File: src/rtl/core/lru_key_value_cache_defines.svh
// Assertion helpers for the cache RTL
`ifndef LRU_KEY_VALUE_CACHE_DEFINES_SVH
`define LRU_KEY_VALUE_CACHE_DEFINES_SVH

// expression holds at every rising clock edge outside reset
`define LKVC_ASSERT_ALWAYS(label, clk, rst, expr, msg) \
   label: assert property (@(posedge clk) disable iff (rst) (expr)) else $error(msg);

// antecedent in one cycle implies consequent in the next
`define LKVC_ASSERT_NEXT(label, clk, rst, ante, cons, msg) \
   label: assert property (@(posedge clk) disable iff (rst) (ante) |=> (cons)) else $error(msg);

`endif

File: src/rtl/core/lkvc_pkg.sv
package lkvc_pkg;

   localparam int OP_WIDTH     = 4;
   localparam int STATUS_WIDTH = 2;
   localparam int OCC_WIDTH    = 5;
   localparam int CAP_WIDTH    = 5;

   typedef logic [OP_WIDTH-1:0] op_type;
   localparam op_type OP_GET         = 4'd0;
   localparam op_type OP_PUT         = 4'd1;
   localparam op_type OP_DELETE      = 4'd2;
   localparam op_type OP_POP         = 4'd3;
   localparam op_type OP_CONTAINS    = 4'd4;
   localparam op_type OP_POP_OLDEST  = 4'd5;
   localparam op_type OP_POP_NEWEST  = 4'd6;
   localparam op_type OP_PEEK_NEWEST = 4'd7;
   localparam op_type OP_PEEK_OLDEST = 4'd8;
   localparam op_type OP_CLEAR       = 4'd9;
   localparam op_type OP_LIST        = 4'd10;

   typedef logic [STATUS_WIDTH-1:0] status_type;
   localparam status_type ST_OK      = 2'd0;
   localparam status_type ST_MISSING = 2'd1;
   localparam status_type ST_EMPTY   = 2'd2;

   typedef logic [2:0] cell_cmd_type;
   localparam cell_cmd_type CELL_HOLD      = 3'd0;
   localparam cell_cmd_type CELL_TAKE_PREV = 3'd1;
   localparam cell_cmd_type CELL_TAKE_NEXT = 3'd2;
   localparam cell_cmd_type CELL_LOAD      = 3'd3;
   localparam cell_cmd_type CELL_KILL      = 3'd4;

   typedef struct packed {
      cell_cmd_type cmd;
   } cell_ctl_type;

   typedef struct packed {
      logic valid;
      logic match;
   } cell_stat_type;

endpackage

File: src/rtl/core/lkvc_if.sv
interface lkvc_req_if #(
   parameter int KEY_WIDTH   = 32,
   parameter int VALUE_WIDTH = 32
);
   logic                          valid;
   logic                          ready;
   logic [lkvc_pkg::OP_WIDTH-1:0] operation;
   logic [KEY_WIDTH-1:0]          key_in;
   logic [VALUE_WIDTH-1:0]        value_in;

   modport source (output valid, operation, key_in, value_in, input ready);
   modport sink (input valid, operation, key_in, value_in, output ready);
endinterface

interface lkvc_rsp_if #(
   parameter int KEY_WIDTH   = 32,
   parameter int VALUE_WIDTH = 32,
   parameter int COUNT_WIDTH = 32
);
   logic                              valid;
   logic                              ready;
   logic                              found;
   logic [KEY_WIDTH-1:0]              key_out;
   logic [VALUE_WIDTH-1:0]            value_out;
   logic                              evicted;
   logic [KEY_WIDTH-1:0]              evicted_key;
   logic [VALUE_WIDTH-1:0]            evicted_value;
   logic [lkvc_pkg::STATUS_WIDTH-1:0] status;
   logic [COUNT_WIDTH-1:0]            hit_count;
   logic [COUNT_WIDTH-1:0]            miss_count;
   logic [lkvc_pkg::OCC_WIDTH-1:0]    occupancy;
   logic                              last_result;

   modport source (output valid, found, key_out, value_out, evicted, evicted_key,
                   evicted_value, status, hit_count, miss_count, occupancy,
                   last_result, input ready);
   modport sink (input valid, found, key_out, value_out, evicted, evicted_key,
                 evicted_value, status, hit_count, miss_count, occupancy,
                 last_result, output ready);
endinterface

File: src/rtl/core/lkvc_cell.sv
module lkvc_cell #(
   parameter int KEY_WIDTH   = 32,
   parameter int VALUE_WIDTH = 32
) (
   input  logic                   clock,
   input  logic                   reset,
   input  lkvc_pkg::cell_ctl_type ctl,
   input  logic [KEY_WIDTH-1:0]   probe_key,
   input  logic [KEY_WIDTH-1:0]   load_key,
   input  logic [VALUE_WIDTH-1:0] load_value,
   input  logic                   prev_valid,
   input  logic [KEY_WIDTH-1:0]   prev_key,
   input  logic [VALUE_WIDTH-1:0] prev_value,
   input  logic                   next_valid,
   input  logic [KEY_WIDTH-1:0]   next_key,
   input  logic [VALUE_WIDTH-1:0] next_value,
   output lkvc_pkg::cell_stat_type stat,
   output logic [KEY_WIDTH-1:0]   key,
   output logic [VALUE_WIDTH-1:0] value
);

   logic                   valid_ff, valid_in;
   logic [KEY_WIDTH-1:0]   key_ff, key_in;
   logic [VALUE_WIDTH-1:0] value_ff, value_in;

   always_comb begin
      valid_in = valid_ff;
      key_in   = key_ff;
      value_in = value_ff;
      unique case (ctl.cmd)
         lkvc_pkg::CELL_TAKE_PREV: begin
            valid_in = prev_valid;
            key_in   = prev_key;
            value_in = prev_value;
         end
         lkvc_pkg::CELL_TAKE_NEXT: begin
            valid_in = next_valid;
            key_in   = next_key;
            value_in = next_value;
         end
         lkvc_pkg::CELL_LOAD: begin
            valid_in = 1'b1;
            key_in   = load_key;
            value_in = load_value;
         end
         lkvc_pkg::CELL_KILL: begin
            valid_in = 1'b0;
         end
         default: begin
         end
      endcase
   end

   always_ff @(posedge clock) begin
      if (reset) begin
         valid_ff <= 1'b0;
      end else begin
         valid_ff <= valid_in;
      end
      key_ff   <= key_in;
      value_ff <= value_in;
   end

   assign stat.valid = valid_ff;
   assign stat.match = valid_ff && (key_ff == probe_key);
   assign key        = key_ff;
   assign value      = value_ff;

endmodule

File: src/rtl/core/lru_key_value_cache.sv
// Fully associative LRU key-value cache built as a row of cells in recency order.
// Each request is registered, then the parallel key match and a one-position shift
// of the cell row run once the result register is free, which decouples the output.
// List emits one beat per held entry, newest first, as the output frees up.
// Reset (synchronous, active high) empties the store, zeroes the counters and sets
// capacity to the lesser of ENTRIES and 16; no clearing pass is needed.
`include "lru_key_value_cache_defines.svh"
module lru_key_value_cache #(
   parameter int ENTRIES     = 16,
   parameter int KEY_WIDTH   = 32,
   parameter int VALUE_WIDTH = 32,
   parameter int COUNT_WIDTH = 32
) (
   input  logic                             clock,
   input  logic                             reset,
   lkvc_req_if.sink                         req_ch,
   lkvc_rsp_if.source                       rsp_ch,
   input  logic                             csr_wr_en,
   input  logic [lkvc_pkg::CAP_WIDTH-1:0]   csr_wr_data
);

   localparam int IDX_W = (ENTRIES > 1) ? $clog2(ENTRIES) : 1;
   localparam int CNT_W = $clog2(ENTRIES + 1);
   localparam int RESET_CAP = (ENTRIES < 16) ? ENTRIES : 16;

   localparam logic [1:0] S_IDLE = 2'd0;
   localparam logic [1:0] S_EXEC = 2'd1;
   localparam logic [1:0] S_LIST = 2'd2;

   logic [1:0]             state_ff, state_in;
   lkvc_pkg::op_type       op_ff;
   logic [KEY_WIDTH-1:0]   key_ff;
   logic [VALUE_WIDTH-1:0] val_ff;
   logic [CNT_W-1:0]       entries_ff, entries_in;
   logic [CNT_W-1:0]       cap_ff;
   logic [COUNT_WIDTH-1:0] hits_ff, hits_in, misses_ff, misses_in;
   logic [IDX_W-1:0]       list_idx_ff, list_idx_in;

   logic                              rsp_valid_ff, rsp_valid_in;
   logic                              found_ff, found_in;
   logic [KEY_WIDTH-1:0]              kout_ff, kout_in;
   logic [VALUE_WIDTH-1:0]            vout_ff, vout_in;
   logic                              evict_ff, evict_in;
   logic [KEY_WIDTH-1:0]              ekey_ff, ekey_in;
   logic [VALUE_WIDTH-1:0]            eval_ff, eval_in;
   lkvc_pkg::status_type              status_ff, status_in;
   logic [COUNT_WIDTH-1:0]            hout_ff, hout_in, mout_ff, mout_in;
   logic [lkvc_pkg::OCC_WIDTH-1:0]    occ_ff, occ_in;
   logic                              last_ff, last_in;

   lkvc_pkg::cell_ctl_type  cell_ctl [ENTRIES];
   lkvc_pkg::cell_stat_type cell_stat [ENTRIES];
   logic [KEY_WIDTH-1:0]    cell_key [ENTRIES];
   logic [VALUE_WIDTH-1:0]  cell_val [ENTRIES];
   logic [ENTRIES-1:0]      valid_vec;
   logic [KEY_WIDTH-1:0]    load_key;
   logic [VALUE_WIDTH-1:0]  load_val;

   logic                   hit;
   logic [IDX_W-1:0]       hit_idx, old_idx;
   logic [VALUE_WIDTH-1:0] hit_val, old_val, new_val, list_val;
   logic [KEY_WIDTH-1:0]   old_key, list_key;
   logic                   out_free, step, accept;
   logic [CNT_W-1:0]       entries_less;
   logic                   list_last;

   for (genvar g = 0; g < ENTRIES; g++) begin : g_cell
      logic                   pv, nv;
      logic [KEY_WIDTH-1:0]   pk, nk;
      logic [VALUE_WIDTH-1:0] pval, nval;
      if (g == 0) begin : g_first
         assign pv = 1'b0;
         assign pk = '0;
         assign pval = '0;
      end else begin : g_mid
         assign pv = cell_stat[g-1].valid;
         assign pk = cell_key[g-1];
         assign pval = cell_val[g-1];
      end
      if (g == ENTRIES - 1) begin : g_last
         assign nv = 1'b0;
         assign nk = '0;
         assign nval = '0;
      end else begin : g_inner
         assign nv = cell_stat[g+1].valid;
         assign nk = cell_key[g+1];
         assign nval = cell_val[g+1];
      end
      lkvc_cell #(.KEY_WIDTH(KEY_WIDTH), .VALUE_WIDTH(VALUE_WIDTH)) u_cell (
         .clock      (clock),
         .reset      (reset),
         .ctl        (cell_ctl[g]),
         .probe_key  (key_ff),
         .load_key   (load_key),
         .load_value (load_val),
         .prev_valid (pv),
         .prev_key   (pk),
         .prev_value (pval),
         .next_valid (nv),
         .next_key   (nk),
         .next_value (nval),
         .stat       (cell_stat[g]),
         .key        (cell_key[g]),
         .value      (cell_val[g])
      );
      assign valid_vec[g] = cell_stat[g].valid;
   end

   assign entries_less = entries_ff - CNT_W'(1);
   assign old_idx      = IDX_W'(entries_less);

   always_comb begin
      hit      = 1'b0;
      hit_idx  = '0;
      hit_val  = '0;
      old_key  = '0;
      old_val  = '0;
      list_key = '0;
      list_val = '0;
      for (int i = ENTRIES - 1; i >= 0; i--) begin
         if (cell_stat[i].match) begin
            hit     = 1'b1;
            hit_idx = IDX_W'(i);
         end
      end
      for (int i = 0; i < ENTRIES; i++) begin
         if (IDX_W'(i) == hit_idx) hit_val = cell_val[i];
         if (IDX_W'(i) == old_idx) begin
            old_key = cell_key[i];
            old_val = cell_val[i];
         end
         if (IDX_W'(i) == list_idx_ff) begin
            list_key = cell_key[i];
            list_val = cell_val[i];
         end
      end
   end

   assign out_free  = !rsp_valid_ff || rsp_ch.ready;
   assign step      = (state_ff == S_EXEC) && out_free;
   assign accept    = req_ch.valid && req_ch.ready;
   assign list_last = (CNT_W'(list_idx_ff) == entries_less);
   assign new_val   = (op_ff == lkvc_pkg::OP_PUT) ? val_ff : hit_val;
   assign load_key  = key_ff;
   assign load_val  = new_val;
   assign req_ch.ready = (state_ff == S_IDLE);

   always_comb begin
      state_in     = state_ff;
      entries_in   = entries_ff;
      hits_in      = hits_ff;
      misses_in    = misses_ff;
      list_idx_in  = list_idx_ff;
      rsp_valid_in = rsp_valid_ff && !rsp_ch.ready;
      found_in     = found_ff;
      kout_in      = kout_ff;
      vout_in      = vout_ff;
      evict_in     = evict_ff;
      ekey_in      = ekey_ff;
      eval_in      = eval_ff;
      status_in    = status_ff;
      hout_in      = hout_ff;
      mout_in      = mout_ff;
      occ_in       = occ_ff;
      last_in      = last_ff;
      for (int i = 0; i < ENTRIES; i++) cell_ctl[i].cmd = lkvc_pkg::CELL_HOLD;

      if (accept) state_in = S_EXEC;

      if (step) begin
         state_in     = S_IDLE;
         rsp_valid_in = 1'b1;
         found_in     = 1'b0;
         kout_in      = '0;
         vout_in      = '0;
         evict_in     = 1'b0;
         ekey_in      = '0;
         eval_in      = '0;
         status_in    = lkvc_pkg::ST_OK;
         last_in      = 1'b1;
         unique case (op_ff) inside
            lkvc_pkg::OP_GET, lkvc_pkg::OP_POP: begin
               if (!hit) begin
                  if (misses_ff != '1) misses_in = misses_ff + COUNT_WIDTH'(1);
                  status_in = lkvc_pkg::ST_MISSING;
               end else begin
                  if (hits_ff != '1) hits_in = hits_ff + COUNT_WIDTH'(1);
                  found_in = 1'b1;
                  kout_in  = key_ff;
                  vout_in  = hit_val;
                  if (op_ff == lkvc_pkg::OP_GET) begin
                     for (int i = 0; i < ENTRIES; i++) begin
                        if (i == 0) cell_ctl[i].cmd = lkvc_pkg::CELL_LOAD;
                        else if (IDX_W'(i) <= hit_idx)
                           cell_ctl[i].cmd = lkvc_pkg::CELL_TAKE_PREV;
                     end
                  end else begin
                     for (int i = 0; i < ENTRIES; i++)
                        if (IDX_W'(i) >= hit_idx) cell_ctl[i].cmd = lkvc_pkg::CELL_TAKE_NEXT;
                     entries_in = entries_less;
                  end
               end
            end
            lkvc_pkg::OP_PUT: begin
               if (hit) begin
                  found_in = 1'b1;
                  for (int i = 0; i < ENTRIES; i++) begin
                     if (i == 0) cell_ctl[i].cmd = lkvc_pkg::CELL_LOAD;
                     else if (IDX_W'(i) <= hit_idx)
                        cell_ctl[i].cmd = lkvc_pkg::CELL_TAKE_PREV;
                  end
               end else begin
                  for (int i = 0; i < ENTRIES; i++) begin
                     if (i == 0) cell_ctl[i].cmd = lkvc_pkg::CELL_LOAD;
                     else if (CNT_W'(i) >= cap_ff) cell_ctl[i].cmd = lkvc_pkg::CELL_KILL;
                     else cell_ctl[i].cmd = lkvc_pkg::CELL_TAKE_PREV;
                  end
                  if (entries_ff >= cap_ff && entries_ff != '0) begin
                     evict_in = 1'b1;
                     ekey_in  = old_key;
                     eval_in  = old_val;
                  end else begin
                     entries_in = entries_ff + CNT_W'(1);
                  end
               end
            end
            lkvc_pkg::OP_DELETE, lkvc_pkg::OP_CONTAINS: begin
               if (!hit) begin
                  status_in = lkvc_pkg::ST_MISSING;
               end else begin
                  found_in = 1'b1;
                  if (op_ff == lkvc_pkg::OP_DELETE) begin
                     for (int i = 0; i < ENTRIES; i++)
                        if (IDX_W'(i) >= hit_idx) cell_ctl[i].cmd = lkvc_pkg::CELL_TAKE_NEXT;
                     entries_in = entries_less;
                  end
               end
            end
            lkvc_pkg::OP_POP_OLDEST, lkvc_pkg::OP_PEEK_OLDEST: begin
               if (entries_ff == '0) begin
                  status_in = lkvc_pkg::ST_EMPTY;
               end else begin
                  found_in = 1'b1;
                  kout_in  = old_key;
                  vout_in  = old_val;
                  if (op_ff == lkvc_pkg::OP_POP_OLDEST) begin
                     for (int i = 0; i < ENTRIES; i++)
                        if (IDX_W'(i) == old_idx) cell_ctl[i].cmd = lkvc_pkg::CELL_KILL;
                     entries_in = entries_less;
                  end
               end
            end
            lkvc_pkg::OP_POP_NEWEST, lkvc_pkg::OP_PEEK_NEWEST: begin
               if (entries_ff == '0) begin
                  status_in = lkvc_pkg::ST_EMPTY;
               end else begin
                  found_in = 1'b1;
                  kout_in  = cell_key[0];
                  vout_in  = cell_val[0];
                  if (op_ff == lkvc_pkg::OP_POP_NEWEST) begin
                     for (int i = 0; i < ENTRIES; i++)
                        cell_ctl[i].cmd = lkvc_pkg::CELL_TAKE_NEXT;
                     entries_in = entries_less;
                  end
               end
            end
            lkvc_pkg::OP_CLEAR: begin
               for (int i = 0; i < ENTRIES; i++) cell_ctl[i].cmd = lkvc_pkg::CELL_KILL;
               entries_in = '0;
               hits_in    = '0;
               misses_in  = '0;
            end
            lkvc_pkg::OP_LIST: begin
               if (entries_ff == '0) begin
                  status_in = lkvc_pkg::ST_EMPTY;
               end else begin
                  // hold the output; beats come from the list state
                  rsp_valid_in = rsp_valid_ff && !rsp_ch.ready;
                  state_in     = S_LIST;
                  list_idx_in  = '0;
               end
            end
            default: begin
            end
         endcase
         hout_in = hits_in;
         mout_in = misses_in;
         occ_in  = lkvc_pkg::OCC_WIDTH'(entries_in);
      end

      if (state_ff == S_LIST && out_free) begin
         rsp_valid_in = 1'b1;
         found_in     = 1'b1;
         kout_in      = list_key;
         vout_in      = list_val;
         evict_in     = 1'b0;
         ekey_in      = '0;
         eval_in      = '0;
         status_in    = lkvc_pkg::ST_OK;
         hout_in      = hits_ff;
         mout_in      = misses_ff;
         occ_in       = lkvc_pkg::OCC_WIDTH'(entries_ff);
         last_in      = list_last;
         if (list_last) state_in = S_IDLE;
         else list_idx_in = list_idx_ff + IDX_W'(1);
      end
   end

   always_ff @(posedge clock) begin
      if (reset) begin
         state_ff     <= S_IDLE;
         entries_ff   <= '0;
         cap_ff       <= CNT_W'(RESET_CAP);
         hits_ff      <= '0;
         misses_ff    <= '0;
         rsp_valid_ff <= 1'b0;
      end else begin
         state_ff     <= state_in;
         entries_ff   <= entries_in;
         hits_ff      <= hits_in;
         misses_ff    <= misses_in;
         rsp_valid_ff <= rsp_valid_in;
         if (csr_wr_en && entries_ff == '0) begin
            if (csr_wr_data == '0) cap_ff <= CNT_W'(1);
            else if (int'(csr_wr_data) > ENTRIES) cap_ff <= CNT_W'(ENTRIES);
            else cap_ff <= CNT_W'(csr_wr_data);
         end
      end
      if (accept) begin
         op_ff  <= req_ch.operation;
         key_ff <= req_ch.key_in;
         val_ff <= req_ch.value_in;
      end
      list_idx_ff <= list_idx_in;
      found_ff    <= found_in;
      kout_ff     <= kout_in;
      vout_ff     <= vout_in;
      evict_ff    <= evict_in;
      ekey_ff     <= ekey_in;
      eval_ff     <= eval_in;
      status_ff   <= status_in;
      hout_ff     <= hout_in;
      mout_ff     <= mout_in;
      occ_ff      <= occ_in;
      last_ff     <= last_in;
   end

   assign rsp_ch.valid         = rsp_valid_ff;
   assign rsp_ch.found         = found_ff;
   assign rsp_ch.key_out       = kout_ff;
   assign rsp_ch.value_out     = vout_ff;
   assign rsp_ch.evicted       = evict_ff;
   assign rsp_ch.evicted_key   = ekey_ff;
   assign rsp_ch.evicted_value = eval_ff;
   assign rsp_ch.status        = status_ff;
   assign rsp_ch.hit_count     = hout_ff;
   assign rsp_ch.miss_count    = mout_ff;
   assign rsp_ch.occupancy     = occ_ff;
   assign rsp_ch.last_result   = last_ff;

   `LKVC_ASSERT_ALWAYS(a_occ_within_cap, clock, reset, entries_ff <= cap_ff, "occupancy above capacity")
   `LKVC_ASSERT_ALWAYS(a_valid_count, clock, reset, $countones(valid_vec) == int'(entries_ff), "valid cells disagree with occupancy")
   `LKVC_ASSERT_ALWAYS(a_list_nonempty, clock, reset, (state_ff != S_LIST) || (entries_ff != '0), "list walk on empty store")
   `LKVC_ASSERT_NEXT(a_accept_exec, clock, reset, accept, state_ff == S_EXEC, "accepted beat not executed")

endmodule

File: src/flat_wrapper.sv
// flat-port wrapper written by rule: the top's interface ports become plain ports
module lru_key_value_cache_flat 
#(
   parameter int ENTRIES     = 16,
   parameter int KEY_WIDTH   = 32,
   parameter int VALUE_WIDTH = 32,
   parameter int COUNT_WIDTH = 32
)
  (clock, reset, csr_wr_en, csr_wr_data, req_ch_valid, req_ch_operation, req_ch_key_in, req_ch_value_in, req_ch_ready, rsp_ch_valid, rsp_ch_found, rsp_ch_key_out, rsp_ch_value_out, rsp_ch_evicted, rsp_ch_evicted_key, rsp_ch_evicted_value, rsp_ch_status, rsp_ch_hit_count, rsp_ch_miss_count, rsp_ch_occupancy, rsp_ch_last_result, rsp_ch_ready);
  lkvc_req_if #(.KEY_WIDTH(KEY_WIDTH), .VALUE_WIDTH(VALUE_WIDTH)) req_ch_i ();
  lkvc_rsp_if #(.KEY_WIDTH(KEY_WIDTH), .VALUE_WIDTH(VALUE_WIDTH), .COUNT_WIDTH(COUNT_WIDTH)) rsp_ch_i ();
  input  logic clock;
  input  logic reset;
  input  logic csr_wr_en;
  input  logic [lkvc_pkg::CAP_WIDTH-1:0] csr_wr_data;
  input wire logic [$bits(req_ch_i.valid)-1:0] req_ch_valid;
  input wire logic [$bits(req_ch_i.operation)-1:0] req_ch_operation;
  input wire logic [$bits(req_ch_i.key_in)-1:0] req_ch_key_in;
  input wire logic [$bits(req_ch_i.value_in)-1:0] req_ch_value_in;
  output wire logic [$bits(req_ch_i.ready)-1:0] req_ch_ready;
  output wire logic [$bits(rsp_ch_i.valid)-1:0] rsp_ch_valid;
  output wire logic [$bits(rsp_ch_i.found)-1:0] rsp_ch_found;
  output wire logic [$bits(rsp_ch_i.key_out)-1:0] rsp_ch_key_out;
  output wire logic [$bits(rsp_ch_i.value_out)-1:0] rsp_ch_value_out;
  output wire logic [$bits(rsp_ch_i.evicted)-1:0] rsp_ch_evicted;
  output wire logic [$bits(rsp_ch_i.evicted_key)-1:0] rsp_ch_evicted_key;
  output wire logic [$bits(rsp_ch_i.evicted_value)-1:0] rsp_ch_evicted_value;
  output wire logic [$bits(rsp_ch_i.status)-1:0] rsp_ch_status;
  output wire logic [$bits(rsp_ch_i.hit_count)-1:0] rsp_ch_hit_count;
  output wire logic [$bits(rsp_ch_i.miss_count)-1:0] rsp_ch_miss_count;
  output wire logic [$bits(rsp_ch_i.occupancy)-1:0] rsp_ch_occupancy;
  output wire logic [$bits(rsp_ch_i.last_result)-1:0] rsp_ch_last_result;
  input wire logic [$bits(rsp_ch_i.ready)-1:0] rsp_ch_ready;
  assign req_ch_i.valid = req_ch_valid;
  assign req_ch_i.operation = req_ch_operation;
  assign req_ch_i.key_in = req_ch_key_in;
  assign req_ch_i.value_in = req_ch_value_in;
  assign req_ch_ready = req_ch_i.ready;
  assign rsp_ch_valid = rsp_ch_i.valid;
  assign rsp_ch_found = rsp_ch_i.found;
  assign rsp_ch_key_out = rsp_ch_i.key_out;
  assign rsp_ch_value_out = rsp_ch_i.value_out;
  assign rsp_ch_evicted = rsp_ch_i.evicted;
  assign rsp_ch_evicted_key = rsp_ch_i.evicted_key;
  assign rsp_ch_evicted_value = rsp_ch_i.evicted_value;
  assign rsp_ch_status = rsp_ch_i.status;
  assign rsp_ch_hit_count = rsp_ch_i.hit_count;
  assign rsp_ch_miss_count = rsp_ch_i.miss_count;
  assign rsp_ch_occupancy = rsp_ch_i.occupancy;
  assign rsp_ch_last_result = rsp_ch_i.last_result;
  assign rsp_ch_i.ready = rsp_ch_ready;
  lru_key_value_cache #(.ENTRIES(ENTRIES), .KEY_WIDTH(KEY_WIDTH), .VALUE_WIDTH(VALUE_WIDTH), .COUNT_WIDTH(COUNT_WIDTH)) u_core (.clock(clock), .reset(reset), .req_ch(req_ch_i), .rsp_ch(rsp_ch_i), .csr_wr_en(csr_wr_en), .csr_wr_data(csr_wr_data));
endmodule
File: config.mk
export PLATFORM = sky130hd
export DESIGN_NAME = lru_key_value_cache_flat
export DESIGN_NICKNAME = d
export VERILOG_FILES = /design/src/rtl/core/lkvc_pkg.sv /design/src/rtl/core/lkvc_if.sv /design/src/rtl/core/lkvc_cell.sv /design/src/rtl/core/lru_key_value_cache.sv /design/src/flat_wrapper.sv
export VERILOG_INCLUDE_DIRS = /design/src /design/src/rtl/core
export SDC_FILE = /design/constraint.sdc
export NUM_CORES = 2
export LEC_CHECK = 0
export BUFFER_PORTS_ARGS = -buffer_cell sky130_fd_sc_hd__buf_2
export CAP_MARGIN = 20
export CORE_ASPECT_RATIO = 0.75
export CORE_MARGIN = 2
export CORE_UTILIZATION = 30
export CTS_BUF_LIST = sky130_fd_sc_hd__clkbuf_4
export DETAILED_ROUTE_END_ITERATION = 6
export GPL_ROUTABILITY_DRIVEN = 0
export PLACE_DENSITY = 0.41
export RECOVER_POWER = 25
export SYNTH_ARGS = -nofsm -noshare
export SYNTH_HDL_FRONTEND = slang
export SYNTH_SLANG_ARGS = --single-unit
File: constraint.sdc
create_clock -name clock -period 11.1 [get_ports clock]
set_input_delay 1.665 -clock clock [delete_from_list [all_inputs] [get_ports clock]]
set_output_delay 1.665 -clock clock [all_outputs]
set_load 0.1 [all_outputs]
==> flow_results.org <==
** GRT
- The initial antenna violation count came to between 40 and 50.
- GRT overflow :: 0
- GRT Total Usage :: a little over a third
- Largest net degree at the start of global routing :: between 100 and 150
- Wire length of the first global-routing pass :: about 730000 µm
- The via count of the first global-routing pass came to approximately 79k.

** Timing
- Clock skew :: 0.1436 ns
- Highest achievable clock rate :: 104.4 MHz
- The final-report max-slew violation count is 562.
- Setup-violating endpoint count in the final report :: 0
- Final hold analysis gives a worst-case slack of ~0.45 ns.
- Worst Tran Pin Value :: 4.924 ns
- Headroom to the max-slew limit came out at -228.3%.
- Crit path setup slack, layout :: between 1.5 and 2 ns
- Fin crit share :: a little under nine tenths
- Total negative slack :: 0 ns
- Setup repair after global routing left no endpoint under its margin.
- The number of endpoints with negative hold slack in the final report was 0.
- The worst path needs between 9 and 10 ns of the cycle, external delays included.

** Yosys
- Dominant combinational cell family by area after synthesis :: compound AO/OA/AOI/OAI gates
- Share of async-settable or async-resettable flops after synthesis :: 0%
- Of the total synthesized cell area, the portion taken by AND, OR, NAND and NOR gates is 12.43%.
- Measured against the total synthesized area, the mux share comes to 11.47%.
- In this run, synthesis inferred between 1k and 1.5k flip-flops with an integrated enable.
- Adder and majority gate portion of the synthesized area :: less than 1%
- Number of standard cells after synthesis :: 8634
- Post-Syn Nets :: just under 9k
- The synthesized netlist devotes approximately a fifth of its cell area to compound gates.
- Post-synthesis instance area :: between 80000 and 90000 µm²
- Xor/xnor share of the synthesized area :: slightly above 5%
- After synthesis, flip-flops and latches occupy 45.60% of the total area.
- Yosys mapped the design onto 105 distinct sky130hd cell types.
- Yosys reg bits :: between 1k and 1.5k
- Among all flip-flop cells after synthesis, the most frequent one is sky130_fd_sc_hd__edfxtp_1.
- Synth warnings :: 0
- Average instance area after synthesis :: 10.19 µm²

** Worst setup path
- Worst Path Max Fanout :: 35
- The critical path is of the reg -> reg type.
- At the worst endpoint, the required time is 12.07 ns.
- Critical path destination :: u_core.g_cell[4].u_cell.value[5]
- At the worst endpoint, the arrival time is approximately 11 ns.
- On the critical path the largest part of the delay comes from buffers and inverters.
- Maximum cell stage delay along the critical path :: approximately 1.3 ns
- Counting cells, the worst reg-to-reg path comes to 17.
- In this run the worst setup path begins at u_core.key_ff[1].
- Launch instance of the worst register-to-register path :: u_core.key_ff[1]
- The worst setup path is captured at a register.
- End of the worst register-to-register path :: u_core.g_cell[4].u_cell.value[5]
- Number of buffers and inverters on the critical path :: 6
- Cell with the largest stage delay on the worst path :: sky130_fd_sc_hd__nor4_1
- Register-to-register setup slack :: roughly 1.5 ns
- Chain of cells forming the critical path :: clkbuf_1 -> xor2_1 -> nor4_1 -> nand4_1 -> nor3_1 -> clkbuf_1 -> nor4_1 -> and4_1 -> nor2_1 -> o21ai_4 -> clkbuf_1 -> nor2_4 -> buf_4 -> a31oi_4 -> buf_4 -> nand2_4 -> buf_4
- STA classifies the critical path startpoint as a register.
- The critical path crosses 17 cells after its start point.

** Power
- Of the total power, the clock network draws 31.3%.
- Seq pwr share :: around a third
- Pleak :: about 0.032 µW
- Pwr dens :: roughly 170 nW/µm²
- IR analysis of the VDD net gives a maximum drop of 0.1008 mV.
- Combinational cells account for 33.4% of the total power.
- The internal portion of the total power is around 9800 µW.
- Total net switching power :: roughly 7000 µW
- Of the total power, the share spent switching nets is about two fifths.

** Cells and area
- Layout cells sized above 1 :: a little over a fifth
- Count of non-filler cells in the finished layout :: ~13k
- Final standard cell utilization of the core :: around 34%
- The net count of the finished layout is approximately 9.0k.
- From synthesis to final layout, the design area changed by 12.92%.

** CTS
- CTS placed an instance of sky130_fd_sc_hd__clkbuf_4 at the clock tree root.
- In this run the deepest clock path goes through 4 buffers.
- TritonCTS clock tree :: yes
- Clock buffer count from CTS :: just over 400
- Counting every sink on the clock net gives roughly 1.4k.
- Clock transition at the registers of the reported paths :: ~0.070 ns
- Number of buffers inserted to repair setup after CTS :: 0
- Clock insertion delay at the later pin of the skew report :: about 1.4 ns
- H-tree levels :: 5
- In this run, post-CTS repair resized a total of 0 instances.
- For this design, the CTS-stage hold fixing added 0 buffers.

** Route
- Routed length per instance :: ~42 µm
- The detailed router placed roughly 90k vias in this run.
- The pre-antenna-repair detailed-routing pass consisted of 7 iterations.
- Routed Antenna Nets :: 0
- First DRT Iteration DRCs :: between 15k and 20k
- Total wire length :: 554300 µm
- Remaining design rule violation count :: ~110
- Dividing the detail-routed via count by the number of cells gives a little under 7.

** Worst hold path
- Hold wc startpoint :: req_ch_value_in[14]
- Worst hold-check path type :: in -> reg

** Floorplan
- The floorplan step set the die height to about 470 µm.
- I/O pins :: 282
- Core area :: around 290000 µm²
- Starting density of the core :: between 30 and 40%
- Std-Cell Rows :: 172
- The die covers 297700 µm².
- Width of the die :: between 600 and 700 µm

** Flow run
- Max-cap violations in this run came to 13.

** Placed design
- DP Worst Slack :: between 3 and 4 ns
- Dpl cells :: around 12k
- Port bufs :: between 200 and 300
- Dpl hpwl :: 391000 µm

** Outcome
- The flow ran to the end, but the final reports show violations.
- Violated checks :: DRC, capacitance limit, slew limit
[worst min path at each step]
stage | slack [ns] | endpoint | cells after the start
global placement | 0.44 | u_core.rsp_ch.evicted_value[6] | 2
detailed placement | 0.45 | u_core.rsp_ch.evicted | 2
floorplan | 0.46 | u_core.cap_ff[4] | 1
CTS | 0.37 | u_core.val_ff[2] | 1
finish | 0.45 | u_core.val_ff[14] | 1
global route | 0.43 | u_core.val_ff[2] | 1
[Yosys cell counts, types with 42 or more instances]
master / n / area share [%]
sky130_fd_sc_hd__a211oi_1: 101 / 0.86
sky130_fd_sc_hd__a21oi_1: 526 / 3.0
sky130_fd_sc_hd__a221o_1: 87 / 0.99
sky130_fd_sc_hd__a221oi_1: 423 / 4.2
sky130_fd_sc_hd__a222oi_1: 47 / 0.53
sky130_fd_sc_hd__a22o_1: 131 / 1.3
sky130_fd_sc_hd__a22oi_1: 66 / 0.56
sky130_fd_sc_hd__a311oi_1: 42 / 0.42
sky130_fd_sc_hd__a31oi_1: 108 / 0.77
sky130_fd_sc_hd__and2_1: 100 / 0.71
sky130_fd_sc_hd__buf_1: 51 / 0.22
sky130_fd_sc_hd__buf_2: 70 / 0.40
sky130_fd_sc_hd__buf_4: 65 / 0.55
sky130_fd_sc_hd__clkbuf_1: 543 / 2.3
sky130_fd_sc_hd__dfxtp_1: 165 / 3.8
sky130_fd_sc_hd__edfxtp_1: 1226 / 42
sky130_fd_sc_hd__inv_1: 58 / 0.25
sky130_fd_sc_hd__mux2_2: 832 / 11
sky130_fd_sc_hd__mux2i_1: 64 / 0.73
sky130_fd_sc_hd__nand2_1: 839 / 3.6
sky130_fd_sc_hd__nand3_1: 122 / 0.69
sky130_fd_sc_hd__nand4_1: 106 / 0.75
sky130_fd_sc_hd__nor2_1: 500 / 2.1
sky130_fd_sc_hd__nor3_1: 198 / 1.1
sky130_fd_sc_hd__nor4_1: 172 / 1.2
sky130_fd_sc_hd__o211ai_1: 95 / 0.81
sky130_fd_sc_hd__o21ai_0: 588 / 3.3
sky130_fd_sc_hd__o221ai_1: 119 / 1.2
sky130_fd_sc_hd__o22ai_1: 152 / 1.1
sky130_fd_sc_hd__xnor2_1: 146 / 1.5
sky130_fd_sc_hd__xor2_1: 360 / 3.6
[cells by family (layout without fill, tap and decap cells)]
kind of cell | count (synthesis) | in the layout
buffers and inverters | 799 | 1412
AOI/OAI and AO/OA | 2716 | 2716
and+or+nand+nor | 2302 | 2302
other | 0 | 14
DFF | 1391 | 1391
xor gates and xnor gates | 506 | 506
adders and majority gates | 17 | 17
muxes | 903 | 903
[cells in the final DEF (no fill, tap or decap), drive strengths merged, types with 104 or more instances in the layout]
cell type and count:
a21oi 528, a221oi 423, a22o 131, a31oi 109
and2 104, buf 373, clkbuf 889, dfxtp 165
edfxtp 1226, mux2 839, nand2 839, nand3 123
nand4 106, nor2 501, nor3 204, nor4 173
o21ai 608, o221ai 119, o22ai 152, xnor2 146
xor2 360
[state kept, by name (all words and copies together), names as in the netlist, 4 cells and up]
register                       cells
u_core.entries_ff                  5
u_core.hits_ff                    32
u_core.g_cell.u_cell.value       512
u_core.val_ff                     32
u_core.list_idx_ff                 4
u_core.g_cell.u_cell.valid_ff     16
u_core.misses_ff                  32
u_core.rsp_ch.key_out             32
u_core.rsp_ch.miss_count          32
u_core.rsp_ch.value_out           32
u_core.key_ff                     32
u_core.rsp_ch.evicted_key         32
u_core.rsp_ch.occupancy            5
u_core.cap_ff                      5
u_core.op_ff                       4
u_core.rsp_ch.evicted_value       32
u_core.g_cell.u_cell.key         512
u_core.rsp_ch.hit_count           32
[per-layer routing]
metal / share of wire, % / vias up / track usage, %
met5: 0.27 / - / 3.156
met3: 19 / 1232 / 22.58
li1: - / 34826 / -
met2: 34 / 8391 / 41.73
met1: 42 / 44675 / 50.16
met4: 3.7 / 46 / 10.40
[per-stage QoR]
step           total power, µW  area (µm²)
2_1_floorplan             8627       87980
3_3_place_gp             11040       94420
5_1_grt                  17000       99330
6_report                 16710       99350
4_1_cts                  16280       99660
3_5_place_dp             11040       94510
[power by group through the flow]
stage / combinational (µW) / sequential (µW) / clock (µW)
global route: 5550 / 5900 / 5550
floorplan: 2440 / 6190 / 0
detailed placement: 5050 / 5990 / 0
global placement: 5040 / 5990 / 0
finish: 5570 / 5900 / 5230
CTS: 5080 / 5880 / 5320
[cell type report]
cell class,count,area (µm²)
flip-flops and latches,1391,40120
multi-input cells,6444,45110
inverters,58,219.0
clock buffers,621,4662
repair buffers,641,3822
diodes,14,35.03
well taps,3915,4898
clock inverters,92,490.5
fillers,30162,192900
[worst reg2reg max path, cell delays in order (launching register included)]
cell	delay, ns
sky130_fd_sc_hd__edfxtp_1	0.73
sky130_fd_sc_hd__clkbuf_1	0.83
sky130_fd_sc_hd__xor2_1	0.22
sky130_fd_sc_hd__nor4_1	0.09
sky130_fd_sc_hd__nand4_1	0.11
sky130_fd_sc_hd__nor3_1	0.09
sky130_fd_sc_hd__clkbuf_1	0.24
sky130_fd_sc_hd__nor4_1	1.26
sky130_fd_sc_hd__and4_1	0.93
sky130_fd_sc_hd__nor2_1	0.30
sky130_fd_sc_hd__o21ai_4	0.89
sky130_fd_sc_hd__clkbuf_1	1.02
sky130_fd_sc_hd__nor2_4	0.09
sky130_fd_sc_hd__buf_4	0.37
sky130_fd_sc_hd__a31oi_4	0.23
sky130_fd_sc_hd__buf_4	0.56
sky130_fd_sc_hd__nand2_4	0.61
sky130_fd_sc_hd__buf_4	0.56
Note: power is estimated with default switching activity, not from simulation.
